File: config.mk
export PLATFORM = sky130hd
export DESIGN_NAME = sha_queue
export DESIGN_NICKNAME = d
export VERILOG_FILES = /design/src/rtl/core/sha_pkg.sv /design/src/rtl/core/sha_queue.sv
export SDC_FILE = /design/constraint.sdc
export NUM_CORES = 1
export LEC_CHECK = 0
export BUFFER_PORTS_ARGS = -buffer_cell sky130_fd_sc_hd__buf_2
export CAP_MARGIN = 15
export CORE_AREA = 2 2 401 403
export CTS_CLUSTER_SIZE = 25
export DETAILED_ROUTE_END_ITERATION = 16
export DIE_AREA = 0 0 403 405
export SYNTH_ARGS = -nofsm -noshare
export SYNTH_HDL_FRONTEND = slang
export SYNTH_SLANG_ARGS = --single-unit
File: constraint.sdc
create_clock -name i_clk -period 25 [get_ports i_clk]
set_input_delay 5 -clock i_clk [delete_from_list [all_inputs] [get_ports i_clk]]
set_output_delay 5 -clock i_clk [all_outputs]
set_load 0.1 [all_outputs]
File: src/rtl/core/sha_pkg.sv
// SHA-256 stream hasher package: shared types, constants and round functions.
// Depends on nothing; used by every module of the hasher.
package sha_pkg;

    typedef enum logic [1:0] {
        t_CMD_BLOCK = 2'd0,
        t_CMD_PAD1  = 2'd1,
        t_CMD_PAD2  = 2'd2,
        t_CMD_FINAL = 2'd3
    } t_cmd;

    typedef struct packed {
        t_cmd         cmd;
        logic [511:0] blk;
        logic         emit;
    } t_job;

    typedef enum logic [1:0] {
        t_BK_IDLE  = 2'd0,
        t_BK_ROUND = 2'd1,
        t_BK_ADD   = 2'd2,
        t_BK_OUT   = 2'd3
    } t_bk_state;

    localparam logic [7:0] PAD_BYTE = 8'h80;
    localparam int unsigned LEN_POS = 56;

    localparam logic [255:0] INIT_HASH = {
        32'h6a09e667, 32'hbb67ae85, 32'h3c6ef372, 32'ha54ff53a,
        32'h510e527f, 32'h9b05688c, 32'h1f83d9ab, 32'h5be0cd19};

    function automatic logic [31:0] round_k(input logic [5:0] i);
        logic [31:0] k;
        case (i)
            6'd0: k = 32'h428a2f98; 6'd1: k = 32'h71374491; 6'd2: k = 32'hb5c0fbcf;
            6'd3: k = 32'he9b5dba5; 6'd4: k = 32'h3956c25b; 6'd5: k = 32'h59f111f1;
            6'd6: k = 32'h923f82a4; 6'd7: k = 32'hab1c5ed5; 6'd8: k = 32'hd807aa98;
            6'd9: k = 32'h12835b01; 6'd10: k = 32'h243185be; 6'd11: k = 32'h550c7dc3;
            6'd12: k = 32'h72be5d74; 6'd13: k = 32'h80deb1fe; 6'd14: k = 32'h9bdc06a7;
            6'd15: k = 32'hc19bf174; 6'd16: k = 32'he49b69c1; 6'd17: k = 32'hefbe4786;
            6'd18: k = 32'h0fc19dc6; 6'd19: k = 32'h240ca1cc; 6'd20: k = 32'h2de92c6f;
            6'd21: k = 32'h4a7484aa; 6'd22: k = 32'h5cb0a9dc; 6'd23: k = 32'h76f988da;
            6'd24: k = 32'h983e5152; 6'd25: k = 32'ha831c66d; 6'd26: k = 32'hb00327c8;
            6'd27: k = 32'hbf597fc7; 6'd28: k = 32'hc6e00bf3; 6'd29: k = 32'hd5a79147;
            6'd30: k = 32'h06ca6351; 6'd31: k = 32'h14292967; 6'd32: k = 32'h27b70a85;
            6'd33: k = 32'h2e1b2138; 6'd34: k = 32'h4d2c6dfc; 6'd35: k = 32'h53380d13;
            6'd36: k = 32'h650a7354; 6'd37: k = 32'h766a0abb; 6'd38: k = 32'h81c2c92e;
            6'd39: k = 32'h92722c85; 6'd40: k = 32'ha2bfe8a1; 6'd41: k = 32'ha81a664b;
            6'd42: k = 32'hc24b8b70; 6'd43: k = 32'hc76c51a3; 6'd44: k = 32'hd192e819;
            6'd45: k = 32'hd6990624; 6'd46: k = 32'hf40e3585; 6'd47: k = 32'h106aa070;
            6'd48: k = 32'h19a4c116; 6'd49: k = 32'h1e376c08; 6'd50: k = 32'h2748774c;
            6'd51: k = 32'h34b0bcb5; 6'd52: k = 32'h391c0cb3; 6'd53: k = 32'h4ed8aa4a;
            6'd54: k = 32'h5b9cca4f; 6'd55: k = 32'h682e6ff3; 6'd56: k = 32'h748f82ee;
            6'd57: k = 32'h78a5636f; 6'd58: k = 32'h84c87814; 6'd59: k = 32'h8cc70208;
            6'd60: k = 32'h90befffa; 6'd61: k = 32'ha4506ceb; 6'd62: k = 32'hbef9a3f7;
            default: k = 32'hc67178f2;
        endcase
        return k;
    endfunction

    function automatic logic [31:0] rotr(input logic [31:0] v, input int unsigned n);
        return (v >> n) | (v << (32 - n));
    endfunction

endpackage

File: src/rtl/core/sha_queue.sv
// Two-entry job queue between front end and compression engine.
// Depends on sha_pkg.
module sha_queue (
    input  logic          i_clk,
    input  logic          i_rst_n,
    input  logic          i_valid,
    output logic          o_ready,
    input  sha_pkg::t_job i_job,
    output logic          o_valid,
    input  logic          i_ready,
    output sha_pkg::t_job o_job
);
    sha_pkg::t_job r_mem [2];
    logic          r_wp, r_rp;
    logic [1:0]    r_cnt;
    logic          w_push, w_pop;

    assign o_ready = (r_cnt != 2'd2);
    assign o_valid = (r_cnt != 2'd0);
    assign o_job = r_mem[r_rp];
    assign w_push = i_valid && o_ready;
    assign w_pop = o_valid && i_ready;

    always_ff @(posedge i_clk) begin
        if (w_push) r_mem[r_wp] <= i_job;
    end

    always_ff @(posedge i_clk) begin
        if (!i_rst_n) begin
            r_wp <= 1'b0;
            r_rp <= 1'b0;
            r_cnt <= '0;
        end else begin
            if (w_push) r_wp <= !r_wp;
            if (w_pop) r_rp <= !r_rp;
            r_cnt <= r_cnt + 2'(w_push) - 2'(w_pop);
        end
    end

`ifndef SYNTHESIS
    a_cnt: assert property (@(posedge i_clk) disable iff (!i_rst_n)
        r_cnt != 2'd3) else $error("queue count overflow");
    a_ptr: assert property (@(posedge i_clk) disable iff (!i_rst_n)
        (r_cnt == 2'd0 || r_cnt == 2'd2) |-> (r_wp == r_rp)) else $error("queue pointers");
    a_empty: assert property (@(posedge i_clk) disable iff (!i_rst_n)
        (r_cnt == 2'd1 && w_pop && !w_push) |=> !o_valid) else $error("queue empty");
`endif
endmodule

==> impl_metrics.py <==
metrics = {
    "status": {
        "status": "completed",
    },
    "timing": {
        "max_freq_ghz": 0.102,
        "finalCritPeriodShare_pct": 39.1,
        "fin_crit_ns": 9.77,
        "worstMarginPinSlew_ns": 1.09,
        "final-setup-viol-count": 0,
        "setup-tns-final_ns": 0,
        "finalHoldViolations": 0,
        "slew_viol_final": 0,
        "slew_headroom_pct": 27.4,
        "rsz0062_at_grt": "no",
        "skew_ns": 0.0192,
    },
    "yosys": {
        "synth.area.top_cells": "edfxtp_1, mux2_4, mux2_2, buf_6, dfxtp_1",
        "seq_area_frac_synth_pct": 79.9,
        "syn-num-nets": 2152,
        "synth_cell_type_count": 26,
        "ys.flop_type": "edfxtp_1",
        "synth_common_cells": "edfxtp_1, mux2_4, mux2_2",
        "avgSynthCellArea_um2": 23.8,
        "yosysWarningCount": 0,
        "netlist_area_mm2": 0.0388,
        "async_reset_ff_share_pct": 0,
        "yosysMostFrequentCell": "edfxtp_1",
        "ys_ff_latch": 1035,
        "syn_inst": 1632,
        "synth_top_area_share_pct": 79.6,
        "synth_edf_count": 1030,
        "yosys.area.top_type": "edfxtp_1",
    },
    "finish": {
        "syn2layout_area_growth_pct": 28.5,
        "fin_nets": 3262,
        "final_cell_count_no_fill": 4932,
        "fillers": 15599,
        "drive_above_1_share_pct": 61.1,
    },
    "die": {
        "coreArea_mm2": 0.159,
        "fp-row-count": 147,
        "start_util_pct": 24.4,
        "die_h_um": 405,
        "die_area_mm2": 0.163,
        "die_w_um": 403,
        "ioPinCount": 1036,
    },
    "worst_setup_path": {
        "critPathCaptureType": "output pin",
        "critPathKind": "flip-flop to output pin",
        "critPathMostFrequentCell": "buf_4",
        "r2r_cells": 6,
        "crit_slowest_cell": "buf_4",
        "critPathRequiredTime_ns": 20.00,
        "cp_cell_sequence": "buf_12, buf_4, buf_4, mux2_4, buf_2",
        "max_stage_delay_ns": 0.85,
        "crit_path_start_kind": "flip-flop",
        "path_max_fanout": 118,
        "worstPathArrival_ns": 4.77,
    },
    "route": {
        "wl_met2_um": 53600,
        "wl_per_cell_um": 21.4,
        "wirelength_um": 106000,
        "wl_met3_um": 8600,
        "drc_errors": 0,
        "dr.first_iter.drc_count": 1303,
        "wl_met1_um": 39900,
        "ant_nets": 0,
        "top_layer_used": "met5",
        "drt-pass1-iter-count": 4,
        "vias": 19796,
        "via_per_inst": 4.01,
    },
    "placed_design": {
        "dp.cells": 4718,
        "gp_congestion": 0.868,
        "dp_hpwl_um": 78100,
        "portBuffers": 1035,
    },
    "power": {
        "vdd_drop_max_v": 0.0000968,
        "power.density_mw_per_mm2": 124,
        "p_leak_nw": 18.7,
    },
    "global_route": {
        "grt_remaining_overflow": 0,
        "grt_max_degree": 154,
        "grt_pass1_vias": 19995,
        "grt_first_pass_wirelength_um": 143000,
        "antenna_found_initial": 49,
        "grtUsageTotal_pct": 12.2,
    },
    "clocking": {
        "cts_setup_buffers": 0,
        "holdBufCountCts": 0,
        "worstSkewPairLatency_ns": 0.71,
        "clk_path_buf_depth": 3,
        "clkTransAtPathRegs_ns": 0.06,
        "cts_resized": 0,
        "cts.sinks": 1035,
        "cts_made_buffers": 108,
        "cts_tree": "yes",
        "clockRootBuffer": "clkbuf_16",
        "cts-htree-levels": 3,
    },
    "flow_run": {
        "max-cap-violations": 0,
    },
    "min_path": {
        "hold_class": "flip-flop to flip-flop",
        "holdPathStages": 2,
    },
}
==> through the flow <==
step	worst slack, ns	total power, mW	instance area, µm²	util, %	hold WS, ns
global placement	16.04	4.64	46300	29.1	0.490
floorplan	7.33	4.38	38800	-	0.472
finish	15.23	6.20	49900	31.3	0.502
detailed placement	15.97	4.65	46300	29.1	0.492
global route	14.99	6.38	49900	31.3	0.529
CTS	15.14	6.27	49900	31.3	0.508
==> logic make-up after synthesis <==
| logic type | count (synthesis) | synth area share, % |
|---|---|---|
| buf+inv | 59 | 1.39 |
| flops | 1035 | 79.9 |
| xor+xnor | 1 | 0.0226 |
| simple gates | 15 | 0.222 |
| mux | 515 | 18.3 |
| compound gates | 6 | 0.113 |
| fa+ha+maj | 1 | 0.0322 |
==> metal layers <==
metal	vias to the layer above	global-route usage (%)
met3	202	4.25
met1	9978	13.8
met4	42	5.11
met5	-	0
met2	760	20.9
li1	8814	-
==> final cells by class <==
class	count	area [µm²]	share of cell area (%)
Antenna cell	17	42.5	0.0852
Clock buffer	136	2860	5.73
Clock inverter	61	692	1.39
Inverter	2	15.0	0.0301
Multi-Input combinational cell	538	7270	14.6
Sequential cell	1035	31000	62.2
Tap cell	2086	2610	5.23
Timing Repair Buffer	1057	5380	10.8
==> worst max-delay path: cells and delay by family (launching register included) <==
| family | cells | cell delay (ns) |
|---|---|---|
| multiplexers | 1 | 0.29 |
| buffers and inverters | 4 | 2.68 |
| flip-flops | 1 | 0.69 |
==> worst paths after layout <==
kind	from	slack, ns	to
hold reg to reg	r_rp	0.50	r_rp
hold / removal	r_rp	0.50	r_rp
setup / recovery	flip-flop	15.23	o_job[180]
setup reg to reg	r_cnt[0]	20.52	r_mem[0][444]
==> power breakdown <==
group	switching [mW]	internal, mW	total [mW]
Clock	0.664	0.936	1.60
Sequential	0.0495	2.11	2.16
Combinational	1.96	0.483	2.44
==> state kept, by name (all words and copies together), names as in the netlist, named ones only <==
signal and count:
r_rp 1, r_cnt 2, r_mem 1030, r_wp 1
==> layout by cell type, fill, tap and decap left out, drive strengths merged, types with 4 or more instances in the layout <==
cell / synthesis / layout
nor2: 4 / 4
buf: 57 / 1057
clkinvlp: 0 / 5
diode: 0 / 17
bufinv: 0 / 12
dfxtp: 5 / 5
inv: 2 / 9
mux2: 515 / 515
edfxtp: 1030 / 1030
clkbuf: 0 / 136
clkinv: 0 / 37
Note: power is estimated with default switching activity, not from simulation.
