## src/rtl/core/sha_pkg.sv

```systemverilog
// SHA-256 stream hasher package: shared types, constants and round functions.
// Depends on nothing; used by every module of the hasher.
package sha_pkg;

    typedef enum logic [1:0] {
        t_CMD_BLOCK = 2'd0,
        t_CMD_PAD1  = 2'd1,
        t_CMD_PAD2  = 2'd2,
        t_CMD_FINAL = 2'd3
    } t_cmd;

    typedef struct packed {
        t_cmd         cmd;
        logic [511:0] blk;
        logic         emit;
    } t_job;

    typedef enum logic [1:0] {
        t_BK_IDLE  = 2'd0,
        t_BK_ROUND = 2'd1,
        t_BK_ADD   = 2'd2,
        t_BK_OUT   = 2'd3
    } t_bk_state;

    localparam logic [7:0] PAD_BYTE = 8'h80;
    localparam int unsigned LEN_POS = 56;

    localparam logic [255:0] INIT_HASH = {
        32'h6a09e667, 32'hbb67ae85, 32'h3c6ef372, 32'ha54ff53a,
        32'h510e527f, 32'h9b05688c, 32'h1f83d9ab, 32'h5be0cd19};

    function automatic logic [31:0] round_k(input logic [5:0] i);
        logic [31:0] k;
        case (i)
            6'd0: k = 32'h428a2f98; 6'd1: k = 32'h71374491; 6'd2: k = 32'hb5c0fbcf;
            6'd3: k = 32'he9b5dba5; 6'd4: k = 32'h3956c25b; 6'd5: k = 32'h59f111f1;
            6'd6: k = 32'h923f82a4; 6'd7: k = 32'hab1c5ed5; 6'd8: k = 32'hd807aa98;
            6'd9: k = 32'h12835b01; 6'd10: k = 32'h243185be; 6'd11: k = 32'h550c7dc3;
            6'd12: k = 32'h72be5d74; 6'd13: k = 32'h80deb1fe; 6'd14: k = 32'h9bdc06a7;
            6'd15: k = 32'hc19bf174; 6'd16: k = 32'he49b69c1; 6'd17: k = 32'hefbe4786;
            6'd18: k = 32'h0fc19dc6; 6'd19: k = 32'h240ca1cc; 6'd20: k = 32'h2de92c6f;
            6'd21: k = 32'h4a7484aa; 6'd22: k = 32'h5cb0a9dc; 6'd23: k = 32'h76f988da;
            6'd24: k = 32'h983e5152; 6'd25: k = 32'ha831c66d; 6'd26: k = 32'hb00327c8;
            6'd27: k = 32'hbf597fc7; 6'd28: k = 32'hc6e00bf3; 6'd29: k = 32'hd5a79147;
            6'd30: k = 32'h06ca6351; 6'd31: k = 32'h14292967; 6'd32: k = 32'h27b70a85;
            6'd33: k = 32'h2e1b2138; 6'd34: k = 32'h4d2c6dfc; 6'd35: k = 32'h53380d13;
            6'd36: k = 32'h650a7354; 6'd37: k = 32'h766a0abb; 6'd38: k = 32'h81c2c92e;
            6'd39: k = 32'h92722c85; 6'd40: k = 32'ha2bfe8a1; 6'd41: k = 32'ha81a664b;
            6'd42: k = 32'hc24b8b70; 6'd43: k = 32'hc76c51a3; 6'd44: k = 32'hd192e819;
            6'd45: k = 32'hd6990624; 6'd46: k = 32'hf40e3585; 6'd47: k = 32'h106aa070;
            6'd48: k = 32'h19a4c116; 6'd49: k = 32'h1e376c08; 6'd50: k = 32'h2748774c;
            6'd51: k = 32'h34b0bcb5; 6'd52: k = 32'h391c0cb3; 6'd53: k = 32'h4ed8aa4a;
            6'd54: k = 32'h5b9cca4f; 6'd55: k = 32'h682e6ff3; 6'd56: k = 32'h748f82ee;
            6'd57: k = 32'h78a5636f; 6'd58: k = 32'h84c87814; 6'd59: k = 32'h8cc70208;
            6'd60: k = 32'h90befffa; 6'd61: k = 32'ha4506ceb; 6'd62: k = 32'hbef9a3f7;
            default: k = 32'hc67178f2;
        endcase
        return k;
    endfunction

    function automatic logic [31:0] rotr(input logic [31:0] v, input int unsigned n);
        return (v >> n) | (v << (32 - n));
    endfunction

endpackage

```

## src/rtl/core/sha_front.sv

```systemverilog
// Front end: gathers bytes into 64-byte blocks, builds padding and length blocks.
// Depends on sha_pkg; feeds the job queue.
module sha_front (
    input  logic              i_clk,
    input  logic              i_rst_n,
    input  logic              i_valid,
    output logic              o_ready,
    input  logic [7:0]        i_data_byte,
    input  logic              i_has_byte,
    input  logic              i_last,
    output logic              o_job_valid,
    input  logic              i_job_ready,
    output sha_pkg::t_job     o_job
);
    logic [511:0] r_blk, n_blk;
    logic [5:0]   r_fill, n_fill;
    logic [60:0]  r_count, n_count;
    logic         r_pend, n_pend;      // finishing pending after last
    logic         r_pend2, n_pend2;    // second padding block pending
    logic         r_jv, n_jv;
    sha_pkg::t_job r_job, n_job;
    logic [63:0]  w_bits;
    logic [511:0] w_pad;
    logic         w_two;

    assign o_job_valid = r_jv;
    assign o_job = r_job;
    assign o_ready = !r_pend && !r_pend2 && (!r_jv || i_job_ready);

    // Padded block from current fill; the length is left out when two blocks are needed.
    always_comb begin
        w_bits = {r_count, 3'b000};
        w_two = (r_fill >= 6'(sha_pkg::LEN_POS));
        w_pad = r_blk;
        for (int i = 0; i < 64; i++) begin
            if (i == int'(r_fill)) w_pad[511-8*i -: 8] = sha_pkg::PAD_BYTE;
            else if (i > int'(r_fill)) w_pad[511-8*i -: 8] = 8'h00;
        end
        if (!w_two) w_pad[63:0] = w_bits;
    end

    always_comb begin
        n_blk = r_blk;
        n_fill = r_fill;
        n_count = r_count;
        n_pend = r_pend;
        n_pend2 = r_pend2;
        n_jv = r_jv && !i_job_ready;
        n_job = r_job;
        if (!r_jv || i_job_ready) begin
            if (r_pend2) begin
                n_jv = 1'b1;
                n_job = '{cmd: sha_pkg::t_CMD_PAD2, blk: {448'd0, w_bits}, emit: 1'b1};
                n_pend2 = 1'b0;
                n_count = '0;
                n_fill = '0;
            end else if (r_pend) begin
                n_jv = 1'b1;
                n_job = '{cmd: sha_pkg::t_CMD_PAD1, blk: w_pad, emit: !w_two};
                n_pend = 1'b0;
                n_pend2 = w_two;
                if (!w_two) begin
                    n_count = '0;
                    n_fill = '0;
                end
            end else if (i_valid) begin
                if (i_has_byte) begin
                    n_blk[511-8*int'(r_fill) -: 8] = i_data_byte;
                    n_count = r_count + 61'd1;
                    n_fill = r_fill + 6'd1;
                    if (r_fill == 6'd63) begin
                        n_jv = 1'b1;
                        n_job = '{cmd: sha_pkg::t_CMD_BLOCK, blk: n_blk, emit: 1'b0};
                        n_pend = i_last;
                    end else if (i_last) begin
                        n_pend = 1'b1;
                    end
                end else if (i_last) begin
                    n_pend = 1'b1;
                end
            end
        end
    end

    always_ff @(posedge i_clk) begin
        if (!i_rst_n) begin
            r_fill <= '0;
            r_count <= '0;
            r_pend <= 1'b0;
            r_pend2 <= 1'b0;
            r_jv <= 1'b0;
        end else begin
            r_fill <= n_fill;
            r_count <= n_count;
            r_pend <= n_pend;
            r_pend2 <= n_pend2;
            r_jv <= n_jv;
        end
        r_blk <= n_blk;
        r_job <= n_job;
    end

`ifndef SYNTHESIS
    a_pend_excl: assert property (@(posedge i_clk) disable iff (!i_rst_n)
        !(r_pend && r_pend2)) else $error("both finish flags set");
    a_no_take: assert property (@(posedge i_clk) disable iff (!i_rst_n)
        (r_pend || r_pend2) |-> !o_ready) else $error("input taken while finishing");
    a_job_hold: assert property (@(posedge i_clk) disable iff (!i_rst_n)
        (r_jv && !i_job_ready) |=> (r_jv && $stable(r_job))) else $error("job dropped");
`endif
endmodule

```

## config.mk

```make
export PLATFORM = sky130hd
export DESIGN_NAME = sha_front
export DESIGN_NICKNAME = d
export VERILOG_FILES = /design/src/rtl/core/sha_pkg.sv /design/src/rtl/core/sha_front.sv
export SDC_FILE = /design/constraint.sdc
export NUM_CORES = 2
export LEC_CHECK = 0
export BUFFER_PORTS_ARGS = -buffer_cell sky130_fd_sc_hd__buf_2
export CAP_MARGIN = 20
export CORE_MARGIN = 1.5
export CORE_UTILIZATION = 25
export DETAILED_ROUTE_END_ITERATION = 12
export GPL_TIMING_DRIVEN = 1
export PLACE_DENSITY = 0.49
export SLEW_MARGIN = 30
export SYNTH_ARGS = -nofsm -noshare
export SYNTH_HDL_FRONTEND = slang
export SYNTH_SLANG_ARGS = --single-unit
```

## constraint.sdc

```tcl
create_clock -name i_clk -period 31.3 [get_ports i_clk]
set_input_delay 6.26 -clock i_clk [delete_from_list [all_inputs] [get_ports i_clk]]
set_output_delay 6.26 -clock i_clk [all_outputs]
set_load 0.005 [all_outputs]
```

==> flow_summary.json <==
{
  "worst-path-max-fanout": 11,
  "fin_area_sq_mm": 0.05698,
  "grt_pass1_vias": 33131,
  "tritoncts": "built",
  "rsz0062_at_grt": "no",
  "endpoint_kind": "output port",
  "cts_setup_buffers": 0,
  "grt_max_degree": 151,
  "totalPowerFinal_mw": 3.256,
  "vdd_drop_max_v": 0.00003878,
  "cts_root_buf": "clkbuf_16",
  "syn_nets": 4052,
  "syn-cell-area_sq_mm": 0.04760,
  "post_drt_wl_per_cell_microns": 26.27,
  "fmax_ghz": 0.07490,
  "fp.dieArea_sq_mm": 0.1930,
  "vias": 35047,
  "async_flop_share": 0,
  "ys_seq_elements": 1097,
  "final_common_cell": "edfxtp_1",
  "core_area_sq_mm": 0.1884,
  "wl_microns": 185900,
  "synth_cells": 4030,
  "tightest_slew_ns": 1.065,
  "p_leak_nw": 20.71,
  "drt-initial-drc-count": 3106,
  "max-cap-violations": 0,
  "clock_path_buffers": 3,
  "gp_congestion": 0.8432,
  "drive_gt1_frac": 0.1892,
  "gr-total-overflow": 0,
  "syn_avg_cell_area_sq_um": 11.81,
  "io_pins": 531,
  "synthDistinctLibCells": 78,
  "synth.yosys.warnings": 0,
  "required_ns": 25.04,
  "io_buffers": 530,
  "drt_first_pass_iters": 6,
  "synthFlopType": "edfxtp_1",
  "drc_errors": 0,
  "startpoint_type": "input pin",
  "status": "complete, no violations",
  "hold_path.class": "flop to flop",
  "antenna_found_initial": 6,
  "clkLatencyLatePin_ns": 0.78,
  "cp.arrival_ns": 7.09,
  "fin_setup_tns_ns": 0,
  "cts_resized": 0,
  "synth_edf_count": 1027,
  "drt-vias-per-instance": 4.952,
  "finalWorstSetupSlack_ns": 17.95,
  "finalClockSkew_ns": 0.07237,
  "hpwl_microns": 130700,
  "die_h_microns": 439.3,
  "slew_viol_final": 0,
  "hold_viol": 0,
  "num_rows": 159,
  "crit_type": "input pin to output port",
  "syn2layout_area_growth_pct": 19.72,
  "final_util": 0.3025,
  "cts_hold_buf": 0,
  "final_cell_mix": "1,027 x edfxtp_1, 833 x nand2_1, 660 x o21ai_0",
  "min_period_over_period": 0.4265,
  "layout.nets": 4505,
  "cts_max_level": 3,
  "pre_cts_ws_ns": 17.94,
  "start_util": 0.2526,
  "grtUsageTotal": 0.1854,
  "die_w_microns": 439.3,
  "pwr_density_cell_mw_per_mm2": 57.13,
  "path_clk_slew_ns": 0.06,
  "ys_seq_area_frac": 0.6774,
  "finalSetupViolCount": 0,
  "numClockSinks": 1097,
  "period_needed_ns": 13.35,
  "relSlewSlack": 0.2880,
  "postRouteAntennaNets": 0,
  "post_dp_cell_area_sq_mm": 0.05319,
  "grt_first_pass_wirelength_microns": 255400,
  "numCtsBuffers": 113
}
==> power breakdown <==
part	switching (mW)	internal, mW
registers	0.0270	1.67
clock network	0.609	0.755
logic	0.141	0.0584
==> kinds of logic after synthesis <==
group / synth area share
and+or+nand+nor: 0.1195
AOI/OAI and AO/OA: 0.1620
DFF: 0.6774
buffers and inverters: 0.02726
xor gates and xnor gates: 0.005336
muxes: 0.006466
adders and majority gates: 0.002103
==> per-layer routing <==
layer | vias to the layer above | global-route usage | share of wire
met2 | 1220 | 0.3146 | 0.49
met4 | 2 | 0.1107 | 0.064
met3 | 363 | 0.02767 | 0.051
met5 | - | 0 | 0.000070
li1 | 16051 | - | -
met1 | 17411 | 0.2219 | 0.39
==> metrics by stage <==
step                      hold WS (ns)  cells
final                           0.4833   7078
after global routing            0.5272   7073
after CTS                       0.4808   7069
after detailed placement        0.4716   6860
after global placement          0.4708   6858
after floorplan                 0.4029   4030
==> synth_stat cells, types with 29 or more instances <==
master / count / share of area
nand2_1: 835 / 0.066
o31ai_1: 32 / 0.0050
o22ai_1: 38 / 0.0050
a22o_1: 221 / 0.041
nand3_1: 86 / 0.0090
clkbuf_1: 255 / 0.020
and3_1: 29 / 0.0038
edfxtp_1: 1027 / 0.65
o21ai_0: 660 / 0.069
a21oi_1: 75 / 0.0079
nand4_1: 33 / 0.0043
and2_1: 32 / 0.0042
dfxtp_1: 70 / 0.029
nor2_1: 161 / 0.013
inv_1: 56 / 0.0044
==> worst paths after layout <==
kind,from,end,slack [ns],depth (start not counted)
worst min-delay path,r_count[59]$_SDFFE_PN0P_,r_count[59]$_SDFFE_PN0P_,0.48,2
worst max register to register,r_fill[5]$_SDFFE_PN0P_,o_job[394]$_SDFFCE_PP0P_,25.31,9
worst min register to register,r_count[59]$_SDFFE_PN0P_,r_count[59]$_SDFFE_PN0P_,0.48,2
worst max-delay path,i_job_ready,o_ready,17.95,5
==> flip-flops by register name, indices dropped and copies added, names as in the netlist <==
name / cells
r_pend2: 1
o_job: 515
r_fill: 6
r_count: 61
o_job_valid: 1
r_pend: 1
r_blk: 512
==> layout make-up <==
class | count | area, sq um
antenna | 6 | 15.01
clock buffer | 130 | 2933
clock inverter | 79 | 720.7
fill | 19223 | 131400
inverter | 62 | 232.7
multi-input combinational | 2592 | 14270
sequential | 1097 | 32260
tap | 2495 | 3122
timing repair buffer | 617 | 3430
==> critical path, stage by stage <==
cell and delay, ns:
buf_2 0.09, nor2b_1 0.18, buf_4 0.29, nor2_1 0.11
buf_2 0.15
Note: power is estimated with default switching activity, not from simulation.
