===== config.mk =====
export PLATFORM = sky130hd
export DESIGN_NAME = sha_engine
export DESIGN_NICKNAME = d
export VERILOG_FILES = /design/src/rtl/core/sha_pkg.sv /design/src/rtl/core/sha_engine.sv
export SDC_FILE = /design/constraint.sdc
export NUM_CORES = 2
export LEC_CHECK = 0
export BUFFER_PORTS_ARGS = -buffer_cell sky130_fd_sc_hd__buf_2
export CORE_MARGIN = 3
export CORE_UTILIZATION = 41
export CTS_BUF_LIST = sky130_fd_sc_hd__clkbuf_2
export DETAILED_ROUTE_END_ITERATION = 10
export HOLD_SLACK_MARGIN = 0.05
export PLACE_DENSITY = 0.63
export RECOVER_POWER = 50
export SLEW_MARGIN = 20
export SYNTH_ARGS = -nofsm -noshare
export SYNTH_HDL_FRONTEND = slang
export SYNTH_SLANG_ARGS = --single-unit

===== constraint.sdc =====
create_clock -name i_clk -period 31.6 [get_ports i_clk]
set_clock_uncertainty 0.2 [all_clocks]
set_input_delay 6.32 -clock i_clk [delete_from_list [all_inputs] [get_ports i_clk]]
set_output_delay 6.32 -clock i_clk [all_outputs]
set_load 0.01 [all_outputs]

===== src/rtl/core/sha_pkg.sv =====
// SHA-256 stream hasher package: shared types, constants and round functions.
// Depends on nothing; used by every module of the hasher.
package sha_pkg;

    typedef enum logic [1:0] {
        t_CMD_BLOCK = 2'd0,
        t_CMD_PAD1  = 2'd1,
        t_CMD_PAD2  = 2'd2,
        t_CMD_FINAL = 2'd3
    } t_cmd;

    typedef struct packed {
        t_cmd         cmd;
        logic [511:0] blk;
        logic         emit;
    } t_job;

    typedef enum logic [1:0] {
        t_BK_IDLE  = 2'd0,
        t_BK_ROUND = 2'd1,
        t_BK_ADD   = 2'd2,
        t_BK_OUT   = 2'd3
    } t_bk_state;

    localparam logic [7:0] PAD_BYTE = 8'h80;
    localparam int unsigned LEN_POS = 56;

    localparam logic [255:0] INIT_HASH = {
        32'h6a09e667, 32'hbb67ae85, 32'h3c6ef372, 32'ha54ff53a,
        32'h510e527f, 32'h9b05688c, 32'h1f83d9ab, 32'h5be0cd19};

    function automatic logic [31:0] round_k(input logic [5:0] i);
        logic [31:0] k;
        case (i)
            6'd0: k = 32'h428a2f98; 6'd1: k = 32'h71374491; 6'd2: k = 32'hb5c0fbcf;
            6'd3: k = 32'he9b5dba5; 6'd4: k = 32'h3956c25b; 6'd5: k = 32'h59f111f1;
            6'd6: k = 32'h923f82a4; 6'd7: k = 32'hab1c5ed5; 6'd8: k = 32'hd807aa98;
            6'd9: k = 32'h12835b01; 6'd10: k = 32'h243185be; 6'd11: k = 32'h550c7dc3;
            6'd12: k = 32'h72be5d74; 6'd13: k = 32'h80deb1fe; 6'd14: k = 32'h9bdc06a7;
            6'd15: k = 32'hc19bf174; 6'd16: k = 32'he49b69c1; 6'd17: k = 32'hefbe4786;
            6'd18: k = 32'h0fc19dc6; 6'd19: k = 32'h240ca1cc; 6'd20: k = 32'h2de92c6f;
            6'd21: k = 32'h4a7484aa; 6'd22: k = 32'h5cb0a9dc; 6'd23: k = 32'h76f988da;
            6'd24: k = 32'h983e5152; 6'd25: k = 32'ha831c66d; 6'd26: k = 32'hb00327c8;
            6'd27: k = 32'hbf597fc7; 6'd28: k = 32'hc6e00bf3; 6'd29: k = 32'hd5a79147;
            6'd30: k = 32'h06ca6351; 6'd31: k = 32'h14292967; 6'd32: k = 32'h27b70a85;
            6'd33: k = 32'h2e1b2138; 6'd34: k = 32'h4d2c6dfc; 6'd35: k = 32'h53380d13;
            6'd36: k = 32'h650a7354; 6'd37: k = 32'h766a0abb; 6'd38: k = 32'h81c2c92e;
            6'd39: k = 32'h92722c85; 6'd40: k = 32'ha2bfe8a1; 6'd41: k = 32'ha81a664b;
            6'd42: k = 32'hc24b8b70; 6'd43: k = 32'hc76c51a3; 6'd44: k = 32'hd192e819;
            6'd45: k = 32'hd6990624; 6'd46: k = 32'hf40e3585; 6'd47: k = 32'h106aa070;
            6'd48: k = 32'h19a4c116; 6'd49: k = 32'h1e376c08; 6'd50: k = 32'h2748774c;
            6'd51: k = 32'h34b0bcb5; 6'd52: k = 32'h391c0cb3; 6'd53: k = 32'h4ed8aa4a;
            6'd54: k = 32'h5b9cca4f; 6'd55: k = 32'h682e6ff3; 6'd56: k = 32'h748f82ee;
            6'd57: k = 32'h78a5636f; 6'd58: k = 32'h84c87814; 6'd59: k = 32'h8cc70208;
            6'd60: k = 32'h90befffa; 6'd61: k = 32'ha4506ceb; 6'd62: k = 32'hbef9a3f7;
            default: k = 32'hc67178f2;
        endcase
        return k;
    endfunction

    function automatic logic [31:0] rotr(input logic [31:0] v, input int unsigned n);
        return (v >> n) | (v << (32 - n));
    endfunction

endpackage


===== src/rtl/core/sha_engine.sv =====
// Compression engine: one SHA-256 round per cycle, chaining state, digest output.
// Depends on sha_pkg.
module sha_engine (
    input  logic          i_clk,
    input  logic          i_rst_n,
    input  logic          i_valid,
    output logic          o_ready,
    input  sha_pkg::t_job i_job,
    output logic          o_valid,
    input  logic          i_ready,
    output logic [31:0]   o_digest_word,
    output logic [2:0]    o_word_index,
    output logic          o_last_word
);
    sha_pkg::t_bk_state r_st, n_st;
    logic [255:0] r_h;
    logic [255:0] r_v;
    logic [511:0] r_w;
    logic [5:0]   r_rnd;
    logic         r_emit;
    logic [2:0]   r_idx;
    logic [31:0]  w_new, w_s0, w_s1, w_t1, w_t2, w_ch, w_maj, w_b0, w_b1;
    logic [31:0]  a, b, c, d, e, f, g, h;
    logic [255:0] w_sum;

    always_comb begin
        {a, b, c, d, e, f, g, h} = r_v;
        w_s0 = sha_pkg::rotr(r_w[479:448], 7) ^ sha_pkg::rotr(r_w[479:448], 18)
             ^ (r_w[479:448] >> 3);
        w_s1 = sha_pkg::rotr(r_w[63:32], 17) ^ sha_pkg::rotr(r_w[63:32], 19)
             ^ (r_w[63:32] >> 10);
        w_new = w_s1 + r_w[223:192] + w_s0 + r_w[511:480];
        w_b1 = sha_pkg::rotr(e, 6) ^ sha_pkg::rotr(e, 11) ^ sha_pkg::rotr(e, 25);
        w_ch = (e & f) ^ (~e & g);
        w_t1 = h + w_b1 + w_ch + sha_pkg::round_k(r_rnd) + r_w[511:480];
        w_b0 = sha_pkg::rotr(a, 2) ^ sha_pkg::rotr(a, 13) ^ sha_pkg::rotr(a, 22);
        w_maj = (a & b) ^ (a & c) ^ (b & c);
        w_t2 = w_b0 + w_maj;
        for (int i = 0; i < 8; i++)
            w_sum[255-32*i -: 32] = r_h[255-32*i -: 32] + r_v[255-32*i -: 32];
    end

    always_comb begin
        n_st = r_st;
        unique case (r_st)
            sha_pkg::t_BK_IDLE:  if (i_valid) n_st = sha_pkg::t_BK_ROUND;
            sha_pkg::t_BK_ROUND: if (r_rnd == 6'd63) n_st = sha_pkg::t_BK_ADD;
            sha_pkg::t_BK_ADD:   n_st = r_emit ? sha_pkg::t_BK_OUT : sha_pkg::t_BK_IDLE;
            sha_pkg::t_BK_OUT:   if (i_ready && r_idx == 3'd7) n_st = sha_pkg::t_BK_IDLE;
            default:             n_st = sha_pkg::t_BK_IDLE;
        endcase
    end

    always_comb begin
        o_ready = (r_st == sha_pkg::t_BK_IDLE);
        o_valid = (r_st == sha_pkg::t_BK_OUT);
        o_digest_word = r_h[255-32*int'(r_idx) -: 32];
        o_word_index = r_idx;
        o_last_word = (r_idx == 3'd7);
    end

    always_ff @(posedge i_clk) begin
        if (!i_rst_n) begin
            r_st <= sha_pkg::t_BK_IDLE;
            r_h <= sha_pkg::INIT_HASH;
            r_idx <= '0;
            r_rnd <= '0;
        end else begin
            r_st <= n_st;
            unique case (r_st)
                sha_pkg::t_BK_IDLE: begin
                    r_rnd <= '0;
                    r_idx <= '0;
                end
                sha_pkg::t_BK_ROUND: r_rnd <= r_rnd + 6'd1;
                sha_pkg::t_BK_ADD: r_h <= w_sum;
                sha_pkg::t_BK_OUT: if (i_ready) begin
                    r_idx <= r_idx + 3'd1;
                    if (r_idx == 3'd7) r_h <= sha_pkg::INIT_HASH;
                end
                default: ;
            endcase
        end
        if (r_st == sha_pkg::t_BK_IDLE) begin
            r_w <= i_job.blk;
            r_v <= r_h;
            r_emit <= i_job.emit;
        end else if (r_st == sha_pkg::t_BK_ROUND) begin
            r_w <= {r_w[479:0], w_new};
            r_v <= {w_t1 + w_t2, a, b, c, d + w_t1, e, f, g};
        end
    end

`ifndef SYNTHESIS
    a_out_idx: assert property (@(posedge i_clk) disable iff (!i_rst_n)
        (o_valid && !i_ready) |=> (o_valid && $stable(r_idx))) else $error("digest word lost");
    a_round_end: assert property (@(posedge i_clk) disable iff (!i_rst_n)
        (r_st == sha_pkg::t_BK_ROUND && r_rnd == 6'd63) |=> r_st == sha_pkg::t_BK_ADD)
        else $error("round count");
    a_reinit: assert property (@(posedge i_clk) disable iff (!i_rst_n)
        (o_valid && i_ready && o_last_word) |=> (r_h == sha_pkg::INIT_HASH))
        else $error("chain not reset");
`endif
endmodule


==> results.toml <==
[run_status]
status = "finished, violations left"
violations = "max-capacitance violations, max-slew violations"

[yosys]
synth_xor_area_share_pct = 6.97
async_flop_share_pct = 0
ys.flop_type = "edfxtp_1"
avgSynthCellArea_um2 = 8.88
yosys.area_share.simple_pct = 18.1
synth_fp_nets = 9202
synth-edff-count = 769
synthAdderAreaFrac_pct = 12.3
synth_mux_area_share_pct = 3.14
synth_compound_area_share_pct = 14.3
ys_seq_elements = 1068
synth_area_um2 = 71900
synthCells = 8097
synth_top_family_by_area = "simple AND/OR/NAND/NOR gates"
yosysWarnings = 0
yosysSeqAreaShare_pct = 40.4
synth_cell_types = 85

[placement]
portBuffers = 554
dp_hpwl_um = 197000
place_congestion = 0.978

[worst_setup_path]
cpMostUsedCell = "clkinvlp_2"
path_max_fanout = 124
slowest_stage = "clkinvlp_2"
cpLargestDelayFamily = "buffers and inverters"
cp-end-kind = "primary output"
critPathMaxStageDelay_ns = 4.67
cp_num_buf_inv = 4
start_kind = "flip-flop"
worstSetupPathType = "flip-flop to primary output"
critPathArrivalTime_ns = 13.48
cp_cell_sequence = "clkbuf_1 > clkinvlp_2 > nand2_1 > clkinvlp_2 > buf_2"
cp_data_required_time_ns = 25.08

[layout]
multi_input_area_um2 = 39400
drive_gt1_share_pct = 14.2
synthToLayoutAreaGrowth_pct = 10.5
ff_latch_area_um2 = 29100
num-nets-final = 9738
fillers = 17200

[route]
routed.top_layer = "met5"
wl_met3_um = 22600
wl_met2_um = 117000
dr_total_vias = 62200
drt_wl_total_um = 264000
postRouteAntennaNets = 0
drt_pre_antenna_iters = 6
via_per_inst = 5.54
wl_met1_um = 112000
first_iter_violations = 6920
post_drt_wl_per_cell_um = 23.5
drc = 0

[sta]
tightestPinTransition_ns = 4.40
setup_viol = 0
post-route-period-util_pct = 63.3
max_freq_mhz = 50.0
final-hold-violation-count = 0
setup-tns-final_ns = 0
period_minus_slack_ns = 20.00
slew_viol_final = 1244
rsz0062_at_grt = "no"
fin_hold_ws_ns = 0.263
timing.slew.headroom_pct = -195

[grt]
grt_pass1_vias = 59200
grt_pass1_wl_um = 382000
grt_max_degree = 202
antenna_found_initial = 50
grt-ovfl-total = 0
grt_usage_pct = 28.4

[die]
die-width_um = 425
initial_core_util_pct = 41.3
fp.dieArea_um2 = 180000
coreArea_um2 = 174000
die_h_um = 425
ioPinCount = 557
rows = 153

[flow_run]
max_cap_viol_count = 19

[clock_network]
ctsResizeCount = 0
numCtsBuffers = 320
cts_tree = "done"
htreeDepth = 5
cts_buffer_depth = 4
post_cts_buffers = 0
clock-sinks = 1068
clk_pin_slew_worst_paths_ns = 0.10
cts-root-buf = "clkbuf_2"
cts-hold-fix-buffers = 0
worstSkewPairLatency_ns = 1.83

[worst_hold_path]
hp-class = "flip-flop to flip-flop"
per-stage QoR:
stage / area, um^2 / util, % / setup WS [ns] / cells
floorplan: 71900 / - / 5.58 / 8097
global placement: 76700 / 44.1 / 21.07 / 10600
detailed placement: 76700 / 44.1 / 21.16 / 10600
CTS: 79500 / 45.7 / 20.17 / 11200
global route: 79500 / 45.7 / 10.37 / 11200
finish: 79500 / 45.7 / 11.60 / 11200
registers in the layout, indices dropped and copies added (netlist names), named ones only:
name          count
o_word_index      3
r_emit            1
r_h             256
r_rnd             6
r_st              2
r_v             256
r_w             512
worst min-delay path, cell delays in order, from the launching register on:
cell and delay, ns:
edfxtp_1 0.33, nand2_1 0.05, nand2_1 0.07
cells in the final DEF, fill, tap and decap left out, types with 25 or more instances in the layout:
master    Yosys  routed
clkinv_1      1      44
a21oi_1     456     455
buf_4         0      49
ha_1        391     391
o21ai_1      67      67
mux4_2       64      64
fa_1        195     195
a21o_1      213     213
mux2_2       42      42
o22ai_1      95      95
xnor2_1     338     338
xor2_1      232     232
a22oi_1      70      70
nor2_1      323     322
a211oi_1     46      46
clkbuf_2      0     488
o21bai_1     58      58
buf_2         0     553
nand3_1      79      79
inv_1       501     499
nor2b_1     112     111
diode_2       0      37
nor3_1       78      78
nand2_1    2364    2359
and3_1       36      35
o211ai_1     28      28
nand2b_1     57      57
o31ai_1      25      25
mux2i_1      32      32
o21a_1       48      48
dfxtp_1     299     296
o21ai_0     313     313
a31oi_1      46      46
edfxtp_1    769     769
area by class of cell:
type	instances	share of cell area, %
multi-input cells	6114	49.6
inverters	506	2.39
flip-flops and latches	1068	36.6
clock buffers	488	3.07
clock inverters	61	0.435
well taps	2325	3.66
diodes	37	0.117
repair buffers	623	4.10
logic make-up (layout without fill, tap and decap cells):
logic type	Yosys count	in the layout
AO/OA/AOI/OAI	1639	1639
XOR/XNOR	571	571
adder cells (fa/ha/maj)	588	588
buffers and inverters	915	1678
flip-flops	1068	1068
multiplexers	140	140
other	0	37
AND/OR/NAND/NOR	3176	3176
worst paths after layout:
kind | from | to | slack [ns] | cells past startpoint
worst min register to register | r_w[8] | r_w[40] | 0.26 | 2
worst min-delay path | r_w[8] | r_w[40] | 0.26 | 2
worst max-delay path | r_st[1] | o_ready | 11.60 | 5
worst max register to register | r_st[1] | r_v[243] | 16.07 | 9
routing by layer:
metal  GRT usage (%)  vias up
met5               0        -
met4            12.0        6
met3            6.35      522
met2            42.8     2660
met1            39.1    30000
li1                -    29000
synth_stat cells, drive strengths merged (48+ instances only):
library cell	n	area, um^2
nand2	2364	8870
clkbuf	373	1400
fa	195	3900
o22ai	95	594
mux4	64	1440
dfxtp	299	5990
nor2	323	1210
xor2	232	2030
o21a	48	360
nor2b	112	701
a22oi	70	526
o21bai	58	435
nor3	78	390
xnor2	338	2960
ha	391	4890
nand2b	57	357
edfxtp	769	23100
a21oi	456	2280
o21ai	380	1900
nand3	79	395
a21o	213	1600
inv	505	1900
Power is left out: the tool's default activity adds up to more than one toggle a clock period on the data nets, which glitch-free logic cannot reach.
